--- config.mk ---
export PLATFORM = sky130hd
export DESIGN_NAME = round_robin_task_scheduler
export DESIGN_NICKNAME = d
export VERILOG_FILES = /design/src/rtl/core/rrts_pkg.sv /design/src/rtl/core/rrts_datapath.sv /design/src/rtl/core/rrts_ctrl.sv /design/src/rtl/core/round_robin_task_scheduler.sv
export VERILOG_INCLUDE_DIRS = /design/src /design/src/rtl/core
export SDC_FILE = /design/constraint.sdc
export NUM_CORES = 1
export LEC_CHECK = 0
export BUFFER_PORTS_ARGS = -buffer_cell sky130_fd_sc_hd__buf_2
export CORE_ASPECT_RATIO = 1.25
export CORE_MARGIN = 8
export CORE_UTILIZATION = 60
export DETAILED_ROUTE_END_ITERATION = 10
export PLACE_DENSITY = 0.79
export SLEW_MARGIN = 20
export SYNTH_ARGS = -nofsm -noshare
export SYNTH_HDL_FRONTEND = slang
export SYNTH_HIERARCHICAL = 1
export SYNTH_SLANG_ARGS = --single-unit
export TNS_END_PERCENT = 5
--- constraint.sdc ---
create_clock -name aclk -period 12.5 [get_ports aclk]
set_clock_uncertainty 0.05 [all_clocks]
set_input_delay 2.5 -clock aclk [delete_from_list [all_inputs] [get_ports aclk]]
set_output_delay 2.5 -clock aclk [all_outputs]
set_load 0.005 [all_outputs]
--- src/rtl/core/round_robin_task_scheduler_defines.svh ---
// ----------------------------------------------------------------------------
// Round robin task scheduler: assertion macros
// Shared concurrent assertion forms, clocked on aclk and held off in reset.
// ----------------------------------------------------------------------------
`ifndef ROUND_ROBIN_TASK_SCHEDULER_DEFINES_SVH
`define ROUND_ROBIN_TASK_SCHEDULER_DEFINES_SVH

// same-cycle implication
`define RRTS_ASSERT_IMP(label, ante, cons, msg) \
    label: assert property (@(posedge aclk) disable iff (!aresetn) (ante) |-> (cons)) \
        else $error(msg);

// next-cycle implication
`define RRTS_ASSERT_NXT(label, ante, cons, msg) \
    label: assert property (@(posedge aclk) disable iff (!aresetn) (ante) |=> (cons)) \
        else $error(msg);

`endif

--- src/rtl/core/rrts_pkg.sv ---
// ----------------------------------------------------------------------------
// rrts_pkg
// Constants, codes and controller/datapath interface types for the scheduler.
// ----------------------------------------------------------------------------
`timescale 1ns / 1ps

package rrts_pkg;

    localparam int TASK_SLOTS = 8;
    localparam int SLOT_W     = $clog2(TASK_SLOTS);

    localparam int FUNC_W  = 2;
    localparam int TICKS_W = 16;
    localparam int STACK_W = 16;
    localparam int TASK_W  = 3;
    localparam int IN_W    = 32;
    localparam int OUT_W   = 32;
    localparam int CFG_IDX_W  = 2;
    localparam int CFG_DATA_W = 16;

    localparam logic [FUNC_W-1:0] FUNC_CREATE = 2'd0;
    localparam logic [FUNC_W-1:0] FUNC_START  = 2'd1;
    localparam logic [FUNC_W-1:0] FUNC_TICK   = 2'd2;
    localparam logic [FUNC_W-1:0] FUNC_DELAY  = 2'd3;

    localparam logic [1:0] ST_READY   = 2'd0;
    localparam logic [1:0] ST_RUNNING = 2'd1;
    localparam logic [1:0] ST_BLOCKED = 2'd2;

    localparam logic [CFG_IDX_W-1:0] CFG_WM_THRESHOLD = 2'd0;
    localparam logic [CFG_IDX_W-1:0] CFG_WM_ENABLE    = 2'd1;

    localparam logic [SLOT_W-1:0] IDX_LAST = SLOT_W'(TASK_SLOTS - 1);

    typedef struct packed {
        logic              load;
        logic              prep;
        logic              step;
        logic              emit;
        logic [SLOT_W-1:0] idx;
    } dp_cmd_t;

    typedef struct packed {
        logic [FUNC_W-1:0] func;
        logic              out_stall;
    } dp_sts_t;

endpackage

--- src/rtl/core/rrts_datapath.sv ---
// ----------------------------------------------------------------------------
// rrts_datapath
// Slot table, stack watermarks, slot walk step logic and result register.
// ----------------------------------------------------------------------------
`timescale 1ns / 1ps

module rrts_datapath import rrts_pkg::*; (
    input  logic                  aclk,
    input  logic                  aresetn,
    input  dp_cmd_t               cmd,
    output dp_sts_t               sts,
    input  logic [FUNC_W-1:0]     s_tuser,
    input  logic [IN_W-1:0]       s_tdata,
    output logic                  m_tvalid,
    input  logic                  m_tready,
    output logic [OUT_W-1:0]      m_tdata,
    input  logic                  cfg_valid,
    output logic                  cfg_ready,
    input  logic [CFG_IDX_W-1:0]  cfg_index,
    input  logic [CFG_DATA_W-1:0] cfg_data
);

    logic [STACK_W-1:0] wm_threshold_reg;
    logic               wm_enable_reg;

    logic [TASK_SLOTS-1:0] used_reg;
    logic [1:0]            state_reg [TASK_SLOTS];
    logic [TICKS_W-1:0]    block_reg [TASK_SLOTS];
    logic [STACK_W-1:0]    min_reg   [TASK_SLOTS];
    logic [SLOT_W-1:0]     cur_reg;

    logic [FUNC_W-1:0]  func_reg;
    logic [TICKS_W-1:0] delay_reg;
    logic [STACK_W-1:0] sf_reg;

    logic               hit_reg;
    logic [SLOT_W-1:0]  hit_slot_reg;
    logic [STACK_W-1:0] least_reg;
    logic               alarm_reg;

    logic               m_tvalid_reg;
    logic [OUT_W-1:0]   m_tdata_reg;

    logic               is_switch;
    logic               is_tick;
    logic [SLOT_W:0]    walk_sum;
    logic [SLOT_W-1:0]  walk_slot;
    logic [1:0]         walk_state_next;
    logic               walk_pick;
    logic               create_pick;
    logic [STACK_W-1:0] min_new;
    logic [SLOT_W-1:0]  cur_next;
    logic               none_ready;

    assign cfg_ready = 1'b1;
    assign is_switch = func_reg inside {FUNC_TICK, FUNC_DELAY};
    assign is_tick   = (func_reg == FUNC_TICK);

    always_comb begin
        walk_sum = {1'b0, cur_reg} + (SLOT_W + 1)'(1) + {1'b0, cmd.idx};
        if (walk_sum >= (SLOT_W + 1)'(TASK_SLOTS)) begin
            walk_sum = walk_sum - (SLOT_W + 1)'(TASK_SLOTS);
        end
        walk_slot = (func_reg == FUNC_CREATE) ? cmd.idx : walk_sum[SLOT_W-1:0];
    end

    always_comb begin
        walk_state_next = state_reg[walk_slot];
        if (is_tick && walk_state_next == ST_BLOCKED && block_reg[walk_slot] == '0) begin
            walk_state_next = ST_READY;
        end
        if (walk_slot == cur_reg && walk_state_next == ST_RUNNING) begin
            walk_state_next = ST_READY;
        end
        walk_pick = !hit_reg && used_reg[walk_slot] && walk_state_next == ST_READY;
        if (walk_pick) begin
            walk_state_next = ST_RUNNING;
        end
    end

    assign create_pick = !hit_reg && !used_reg[walk_slot];
    assign min_new     = (sf_reg < min_reg[cur_reg]) ? sf_reg : min_reg[cur_reg];
    assign cur_next    = (is_switch && hit_reg) ? hit_slot_reg : cur_reg;
    assign none_ready  = (func_reg != FUNC_CREATE) && !hit_reg;

    always_ff @(posedge aclk) begin
        if (!aresetn) begin
            wm_threshold_reg <= '0;
            wm_enable_reg    <= 1'b1;
        end else if (cfg_valid && cfg_ready) begin
            case (cfg_index)
                CFG_WM_THRESHOLD: wm_threshold_reg <= cfg_data;
                CFG_WM_ENABLE:    wm_enable_reg    <= cfg_data[0];
                default: ;
            endcase
        end
    end

    always_ff @(posedge aclk) begin
        if (cmd.load) begin
            func_reg  <= s_tuser;
            delay_reg <= s_tdata[TICKS_W-1:0];
            sf_reg    <= s_tdata[TICKS_W+STACK_W-1:TICKS_W];
        end
        if (cmd.prep && is_switch) begin
            least_reg <= min_new;
            alarm_reg <= wm_enable_reg && (min_new <= wm_threshold_reg);
        end
        if (cmd.step && ((func_reg == FUNC_CREATE) ? create_pick : walk_pick)) begin
            hit_slot_reg <= walk_slot;
        end
        if (cmd.emit) begin
            m_tdata_reg <= OUT_W'({
                none_ready,
                is_switch ? alarm_reg : 1'b0,
                is_switch ? least_reg : {STACK_W{1'b0}},
                (func_reg == FUNC_CREATE && hit_reg) ? TASK_W'(hit_slot_reg) : {TASK_W{1'b0}},
                (func_reg == FUNC_CREATE) ? hit_reg : 1'b0,
                TASK_W'(cur_next)
            });
        end
    end

    always_ff @(posedge aclk) begin
        if (!aresetn) begin
            used_reg     <= '0;
            cur_reg      <= '0;
            hit_reg      <= 1'b0;
            m_tvalid_reg <= 1'b0;
            for (int i = 0; i < TASK_SLOTS; i++) begin
                state_reg[i] <= ST_READY;
                block_reg[i] <= '0;
                min_reg[i]   <= '1;
            end
        end else begin
            if (cmd.load) begin
                hit_reg <= 1'b0;
            end
            if (cmd.prep) begin
                if (func_reg == FUNC_START) begin
                    for (int i = 0; i < TASK_SLOTS; i++) begin
                        if (i == 0 && used_reg[0]) begin
                            state_reg[i] <= ST_RUNNING;
                        end else if (state_reg[i] == ST_RUNNING) begin
                            state_reg[i] <= ST_READY;
                        end
                    end
                    hit_reg <= used_reg[0];
                    cur_reg <= '0;
                end else if (is_switch) begin
                    min_reg[cur_reg] <= min_new;
                    if (func_reg == FUNC_DELAY) begin
                        block_reg[cur_reg] <= delay_reg;
                        state_reg[cur_reg] <= ST_BLOCKED;
                    end
                end
            end
            if (cmd.step) begin
                if (func_reg == FUNC_CREATE) begin
                    if (create_pick) begin
                        used_reg[walk_slot]  <= 1'b1;
                        state_reg[walk_slot] <= ST_READY;
                        block_reg[walk_slot] <= '0;
                        hit_reg              <= 1'b1;
                    end
                end else begin
                    state_reg[walk_slot] <= walk_state_next;
                    if (walk_pick) begin
                        hit_reg <= 1'b1;
                    end
                    if (is_tick && state_reg[walk_slot] == ST_BLOCKED
                            && block_reg[walk_slot] != '0) begin
                        block_reg[walk_slot] <= block_reg[walk_slot] - TICKS_W'(1);
                    end
                end
            end
            if (cmd.emit) begin
                cur_reg      <= cur_next;
                m_tvalid_reg <= 1'b1;
            end else if (m_tready) begin
                m_tvalid_reg <= 1'b0;
            end
        end
    end

    assign m_tvalid      = m_tvalid_reg;
    assign m_tdata       = m_tdata_reg;
    assign sts.func      = func_reg;
    assign sts.out_stall = m_tvalid_reg && !m_tready;

endmodule

--- src/rtl/core/rrts_ctrl.sv ---
// ----------------------------------------------------------------------------
// rrts_ctrl
// Sequencer: request capture, preparation step, slot walk and result hand-off.
// ----------------------------------------------------------------------------
`timescale 1ns / 1ps
`include "round_robin_task_scheduler_defines.svh"

module rrts_ctrl import rrts_pkg::*; (
    input  logic    aclk,
    input  logic    aresetn,
    input  logic    s_tvalid,
    output logic    s_tready,
    input  logic    m_tready,
    input  dp_sts_t sts,
    output dp_cmd_t cmd
);

    localparam logic [1:0] S_IDLE = 2'd0;
    localparam logic [1:0] S_PREP = 2'd1;
    localparam logic [1:0] S_WALK = 2'd2;
    localparam logic [1:0] S_DONE = 2'd3;

    logic [1:0]        state_reg;
    logic [1:0]        state_next;
    logic [SLOT_W-1:0] idx_reg;
    logic [SLOT_W-1:0] idx_next;

    assign s_tready = (state_reg == S_IDLE);

    always_comb begin
        state_next = state_reg;
        idx_next   = idx_reg;
        cmd        = '0;
        cmd.idx    = idx_reg;
        case (state_reg)
            S_IDLE: begin
                cmd.load = s_tvalid;
                if (s_tvalid) begin
                    state_next = S_PREP;
                end
            end
            S_PREP: begin
                cmd.prep = 1'b1;
                idx_next = '0;
                state_next = (sts.func == FUNC_START) ? S_DONE : S_WALK;
            end
            S_WALK: begin
                cmd.step = 1'b1;
                if (idx_reg == IDX_LAST) begin
                    state_next = S_DONE;
                end else begin
                    idx_next = idx_reg + SLOT_W'(1);
                end
            end
            S_DONE: begin
                if (!sts.out_stall) begin
                    cmd.emit   = 1'b1;
                    state_next = S_IDLE;
                end
            end
            default: state_next = S_IDLE;
        endcase
    end

    always_ff @(posedge aclk) begin
        if (!aresetn) begin
            state_reg <= S_IDLE;
            idx_reg   <= '0;
        end else begin
            state_reg <= state_next;
            idx_reg   <= idx_next;
        end
    end

    `RRTS_ASSERT_NXT(a_accept_prep, s_tvalid && s_tready, state_reg == S_PREP, "accept not followed by prep")
    `RRTS_ASSERT_NXT(a_walk_end, state_reg == S_WALK && idx_reg == IDX_LAST, state_reg == S_DONE, "walk overran")
    `RRTS_ASSERT_IMP(a_emit_free, cmd.emit, !(sts.out_stall) && m_tready | !sts.out_stall, "emit into busy output")

endmodule

--- src/rtl/core/round_robin_task_scheduler.sv ---
// ----------------------------------------------------------------------------
// round_robin_task_scheduler
// Eight-slot round robin scheduler with tick delays and stack watermark alarm.
// ----------------------------------------------------------------------------
// Channel   Direction  Handshake            Payload
// s_        in         s_tvalid/s_tready    tuser: func; tdata: delay_ticks, stack_free
// m_        out        m_tvalid/m_tready    tdata: scheduling result
// cfg_      in         cfg_valid/cfg_ready  cfg_index, cfg_data
//
// One request at a time: create and switch requests walk every slot, one slot per
// cycle, before the result is formed; start skips the slot walk.
// Synchronous active-low reset clears the slot table; no clearing pass.
// A stalled result sits in the output register; the next request is accepted
// meanwhile and waits at its last step until the register frees.
// ----------------------------------------------------------------------------
`timescale 1ns / 1ps

module round_robin_task_scheduler import rrts_pkg::*; (
    input  logic                  aclk,
    input  logic                  aresetn,
    input  logic                  s_tvalid,
    output logic                  s_tready,
    input  logic [IN_W-1:0]       s_tdata,   // delay_ticks[15:0], stack_free[31:16]
    input  logic [FUNC_W-1:0]     s_tuser,   // func[1:0]
    output logic                  m_tvalid,
    input  logic                  m_tready,
    output logic [OUT_W-1:0]      m_tdata,   // running_task[2:0], created_ok[3],
                                             // created_slot[6:4], least_free[22:7],
                                             // watermark_alarm[23], none_ready[24]
    input  logic                  cfg_valid,
    output logic                  cfg_ready,
    input  logic [CFG_IDX_W-1:0]  cfg_index,
    input  logic [CFG_DATA_W-1:0] cfg_data
);

    dp_cmd_t cmd;
    dp_sts_t sts;

    rrts_ctrl u_ctrl (
        .aclk     (aclk),
        .aresetn  (aresetn),
        .s_tvalid (s_tvalid),
        .s_tready (s_tready),
        .m_tready (m_tready),
        .sts      (sts),
        .cmd      (cmd)
    );

    rrts_datapath u_datapath (
        .aclk      (aclk),
        .aresetn   (aresetn),
        .cmd       (cmd),
        .sts       (sts),
        .s_tuser   (s_tuser),
        .s_tdata   (s_tdata),
        .m_tvalid  (m_tvalid),
        .m_tready  (m_tready),
        .m_tdata   (m_tdata),
        .cfg_valid (cfg_valid),
        .cfg_ready (cfg_ready),
        .cfg_index (cfg_index),
        .cfg_data  (cfg_data)
    );

endmodule

After elaboration in Yosys (flattened, before gate mapping)
Memory sizes are Yosys's and may differ from the RTL's. A register that Yosys moved wholly into a read port is not among the register bits.
Index checks and enable logic that the tools add are counted.
{"block": "classes", "n_addsub": 5, "magnitude_cmp": 5, "n_eq_ne": 23, "n_mux": 136, "n_bitwise": 12, "n_reduce_logical": 41}
{"operator": "$mux W1", "count": 95}
{"operator": "$mux W16", "count": 5}
{"operator": "$reduce_or A16 Y1", "count": 3}
{"operator": "$mux W3", "count": 14}
{"operator": "$mux W2", "count": 18}
{"operator": "$eq A2 B1 Y1 const B", "count": 12}
{"operator": "$le A16 B16 Y1", "count": 1}
{"operator": "$logic_not A16 Y1", "count": 1}
{"operator": "$lt A16 B16 Y1", "count": 1}
{"operator": "$reduce_bool A16 Y1", "count": 1}
{"operator": "$sub A16 B1 Y16 const B", "count": 1}
{"operator": "$logic_and A1 B1 Y1", "count": 15}
{"operator": "$reduce_bool A2 Y1", "count": 6}
{"operator": "$or A1 B1 Y1", "count": 11}
{"operator": "$eq A2 B2 Y1 const B", "count": 5}
{"operator": "$logic_not A2 Y1", "count": 4}
{"operator": "$or A8 B8 Y8", "count": 1}
{"operator": "$pmux W2 S4", "count": 1}
{"operator": "$reduce_and A2 Y1", "count": 4}
{"operator": "$ne A2 B2 Y1 const B", "count": 3}
{"operator": "$pmux W3 S2", "count": 1}
{"operator": "$reduce_and A3 Y1", "count": 2}
{"operator": "$add A3 B1 Y4 const B", "count": 1}
{"operator": "$add A4 B3 Y4", "count": 1}
{"operator": "12 further kinds", "count": 15}
{"block": "word_totals", "reg_bits": 114, "ramBits": 272, "inputBits": 57, "out_inout_bits": 35, "elab_cells": 243, "mem_count": 3}
{"memory": "u_datapath.block_reg", "depth": 8, "word_bits": 16, "rd": 1, "rd_clocked_by_memory_dff": 0, "wr": 8, "line": "rrts_datapath.sv:28", "source": "logic [TICKS_W-1:0] block_reg [TASK_SLOTS];"}
{"memory": "u_datapath.min_reg", "depth": 8, "word_bits": 16, "rd": 1, "rd_clocked_by_memory_dff": 1, "wr": 8, "line": "rrts_datapath.sv:29", "source": "logic [STACK_W-1:0] min_reg [TASK_SLOTS];"}
{"memory": "u_datapath.state_reg", "depth": 8, "word_bits": 2, "rd": 9, "rd_clocked_by_memory_dff": 0, "wr": 8, "line": "rrts_datapath.sv:27", "source": "logic [1:0] state_reg [TASK_SLOTS];"}

Longest topological paths before layout
An unclocked memory read counts as a cell.
{"block": "depth", "depth_word": 18, "mapped_depth": 27, "ltp_nobuf": 24}

Modules after synthesis
Netlist, hierarchy kept.
{"mod": "rrts_datapath", "n_inst": 1, "cells_each": 1458, "area_per_inst_um2": 17997.3}
{"mod": "rrts_ctrl", "n_inst": 1, "cells_each": 40, "area_per_inst_um2": 360.3}

Least setup slack after synthesis
OpenSTA, ideal clock, no wires.
{"block": "synth_path", "path_kind": "register to register", "from": "register (tool-made name)", "to": "register u_datapath.alarm_reg, data pin", "arrival_ns": 5.347, "slack_ns": 6.949, "stages_incl_launch_ff": 27, "cell_sequence": "dfxtp_1 > clkbuf_1 > clkbuf_1 > mux4_2 > mux2i_1 > ha_1 > a21o_1 > a21o_1 > a21o_1 > a21o_1 > a21o_1 > a21oi_1 > o211ai_1 > clkbuf_1 > o21ai_1 > inv_1 > ha_1 > nor2b_1 > o21a_1 > o21a_1 > o21a_1 > o21a_1 > o21ai_0 > nand2b_1 > a21oi_1 > o311ai_0 > a21boi_0"}
{"element": "end signal, assigned", "line": "rrts_datapath.sv:107", "source": "alarm_reg <= wm_enable_reg && (min_new <= wm_threshold_reg);"}
{"element": "end, declared", "line": "rrts_datapath.sv:39", "source": "logic alarm_reg;"}

==> out/qor.csv <==
metric,value,unit
status,"complete, no violations",
GR Layer Usage met2,47.2,%
reg2reg path depth,13,
CP max-delay cell,nor2_2,
Avg Inst Size Synth,12.3,um2
share of the synthesized area in the top cell type,57.4,%
global-route met3 utilization,3.97,%
CP max stage delay,880,ps
synthesized area,18400,um2
Clk Tree Root Cell,clkbuf_16,
synth-to-layout area growth,10.3,%
power per cell area,171,nW/um2
Hold Slack,404,ps
Max VDD drop,0.125,mV
most frequent cell after synthesis,edfxtp_1,
"Design Area, Final",20300,um2
WP data required,12540,ps
"Seq/Total Area, Yosys",61.6,%
Clock Latency Late Sink,540,ps
PostCTS Resize Cnt,0,
largest area contributor in the netlist,edfxtp_1,
number of synthesized flops with an enable pin,351,
ant diodes,0,
Buffers & Inverters on Critical Path,3,
H-tree depth,2,
area of the core,30100,um2
crit path kind,flop to flop,
Initial DRT Pass Iterations,6,
largest net degree at the start of global routing,57,
Max-Cap Viols,0,
leading post-synthesis cells by cell area,"edfxtp_1, nand2_1, mux4_2",
filler instances,2164,
GPL Wtd Cong,0.988,
fraction of registers with async set/reset,0,%
Synth cell types,79,
most instantiated cells after synthesis,"edfxtp_1, nand2_1, nor2_1",
final hold violation count,0,
"delay-heaviest family, CP",simple AND/OR/NAND/NOR gates,
critical path depth,13,
critical path cell sequence,"nor2_2, a21oi_2, buf_4, inv_2, buf_4, mux2i_1, o22ai_1, a211o_1, nor4_2, and4_1, o21ai_4, a32oi_4, nand2_1",
Sw Ratio,31.0,%
ys flop type,edfxtp_1,
worst-margin pin slew,1070,ps
CTS tree,built,
endpoints failing setup,0,
Die Ht,212,um
Routed WL per cell,24.0,um
Nets,1665,
# IOs,92,
vias in the first global route,12400,
Hold Path Stages,2,
gr busiest metal,met2,
TritonCTS Sinks,389,
number of remaining DRC errors,0,
via count,12300,
GRT Total Usage,26.6,%
RSZ-0062 raised after global routing,no,
"Max FO, Critical Path",56,
hpwl dp,33400,um
Post-CTS Setup Bufs,0,
Final Cycle Share,52.9,%
grt ovf,0,
hold crit path type,flop to flop,
hold_buf cts,0,
"Slew Viols, Final",0,
Critical Path AT,6650,ps
Leak,6.70,nW
minimum clock period,6610,ps
Startpoint Class,flop,
first-pass GRT wire length,71900,um
Clock Power Share,31.1,%
Antenna Violating Nets Remaining,0,
Die ar.,36500,um2
clock slew at reported path FFs,60,ps
internal power,2.39,mW
num rows,71,
post-DR vias/cell,6.17,
proportion of power drawn by combinational gates,23.4,%
FMAX,0.151,GHz
Synth Warn #,6,
maximum buffer depth of the clock tree,3,
Initial Utilization,61.0,%
Die Wd,172,um
Placed Instance Area,19100,um2
final setup TNS,0,ps
initial DRC count,1269,
Crit. End Element,flop,
final WL,47900,um
Switching Power,1.07,mW
relative slew slack,28.5,%
IO buf count,83,
Post-Syn Instances,1498,
Synth Register Bits,389,
CTS Buf Count,37,
Flop pwr share,45.5,%
initial antenna violation count,0,
CP dominant cell by count,buf_4,
share of cells above drive strength 1,16.6,%
GR Layer Usage met1,29.5,%
==> power groups by stage <==
stage	Clock, mW	Combinational (mW)	Sequential, mW
after detailed placement	0	0.799	1.60
after global placement	0	0.783	1.60
after global routing	1.14	0.870	1.58
after floorplan	0	0.564	1.57
after CTS	1.09	0.803	1.57
final	1.08	0.810	1.57
==> placed cells by master, fill, tap and decap left out, types with 10 or more instances in the layout <==
cell type  instances
inv_1             45
clkbuf_16         38
nand2_1          283
and2_1            20
nor2_1           195
dfxtp_1           37
buf_4             25
nand3_1           27
mux2_2            29
buf_2             83
nor2b_1           10
ha_1              39
nand4_1           20
and3_1            10
o21ai_0           14
mux2i_1           61
o21ai_1           26
a21oi_1           36
mux4_2            37
o22ai_1           12
edfxtp_1         351
==> metrics by stage <==
step / setup WS [ps] / util (%) / std cells / total power, mW
finish: 5890 / 67.2 / 1996 / 3.46
global route: 5470 / 67.2 / 1996 / 3.59
CTS: 5990 / 67.2 / 1996 / 3.47
detailed placement: 5940 / 63.4 / 1930 / 2.40
global placement: 6160 / 63.4 / 1930 / 2.38
floorplan: 6950 / - / 1504 / 2.14
==> worst paths after layout <==
| check | start | end | slack, ps |
|---|---|---|---|
| max | u_datapath/func_reg[1]$_DFFE_PP_ | u_datapath/block_reg[1][9]$_SDFFCE_PN0P_ | 5890 |
| min reg2reg | u_datapath/wm_threshold_reg[4]$_SDFFE_PN0P_ | u_datapath/wm_threshold_reg[4]$_SDFFE_PN0P_ | 400 |
| min | u_datapath/wm_threshold_reg[4]$_SDFFE_PN0P_ | u_datapath/wm_threshold_reg[4]$_SDFFE_PN0P_ | 400 |
| max reg2reg | u_datapath/func_reg[1]$_DFFE_PP_ | u_datapath/block_reg[1][9]$_SDFFCE_PN0P_ | 5890 |
==> layer usage <==
metal | part of all wire (%) | wire [um] | up-vias
met5 | 0 | 0 | -
met2 | 52 | 25100 | 622
met1 | 34 | 16200 | 5967
met3 | 7.0 | 3350 | 165
li1 | - | - | 5557
met4 | 6.7 | 3200 | 0
==> area by class of cell <==
type | count | area (um2) | share of cell area (%)
multi-input cells | 984 | 6510 | 32.1
clock inverters | 19 | 160 | 0.791
repair buffers | 108 | 603 | 2.98
flip-flops and latches | 389 | 11300 | 55.8
clock buffers | 47 | 995 | 4.91
inverters | 48 | 180 | 0.890
well taps | 401 | 502 | 2.48
==> worst reg2reg max path, delay by kind of cell (launching register included) <==
| kind | cells | cell delay (ps) |
|---|---|---|
| flip-flops | 1 | 720 |
| AO/OA/AOI/OAI | 5 | 1380 |
| multiplexers | 1 | 330 |
| AND/OR/NAND/NOR | 4 | 2510 |
| buffers and inverters | 3 | 1190 |
==> logic make-up after synthesis <==
kind of cell,Yosys count,share of synthesized area (%)
and+or+nand+nor,629,15.2
buffers and inverters,131,3.14
xor gates and xnor gates,18,0.961
muxes,127,9.64
other,2,0.0409
DFF,389,61.6
AOI/OAI and AO/OA,162,6.69
adders and majority gates,40,2.77
Note: power is estimated with default switching activity, not from simulation.
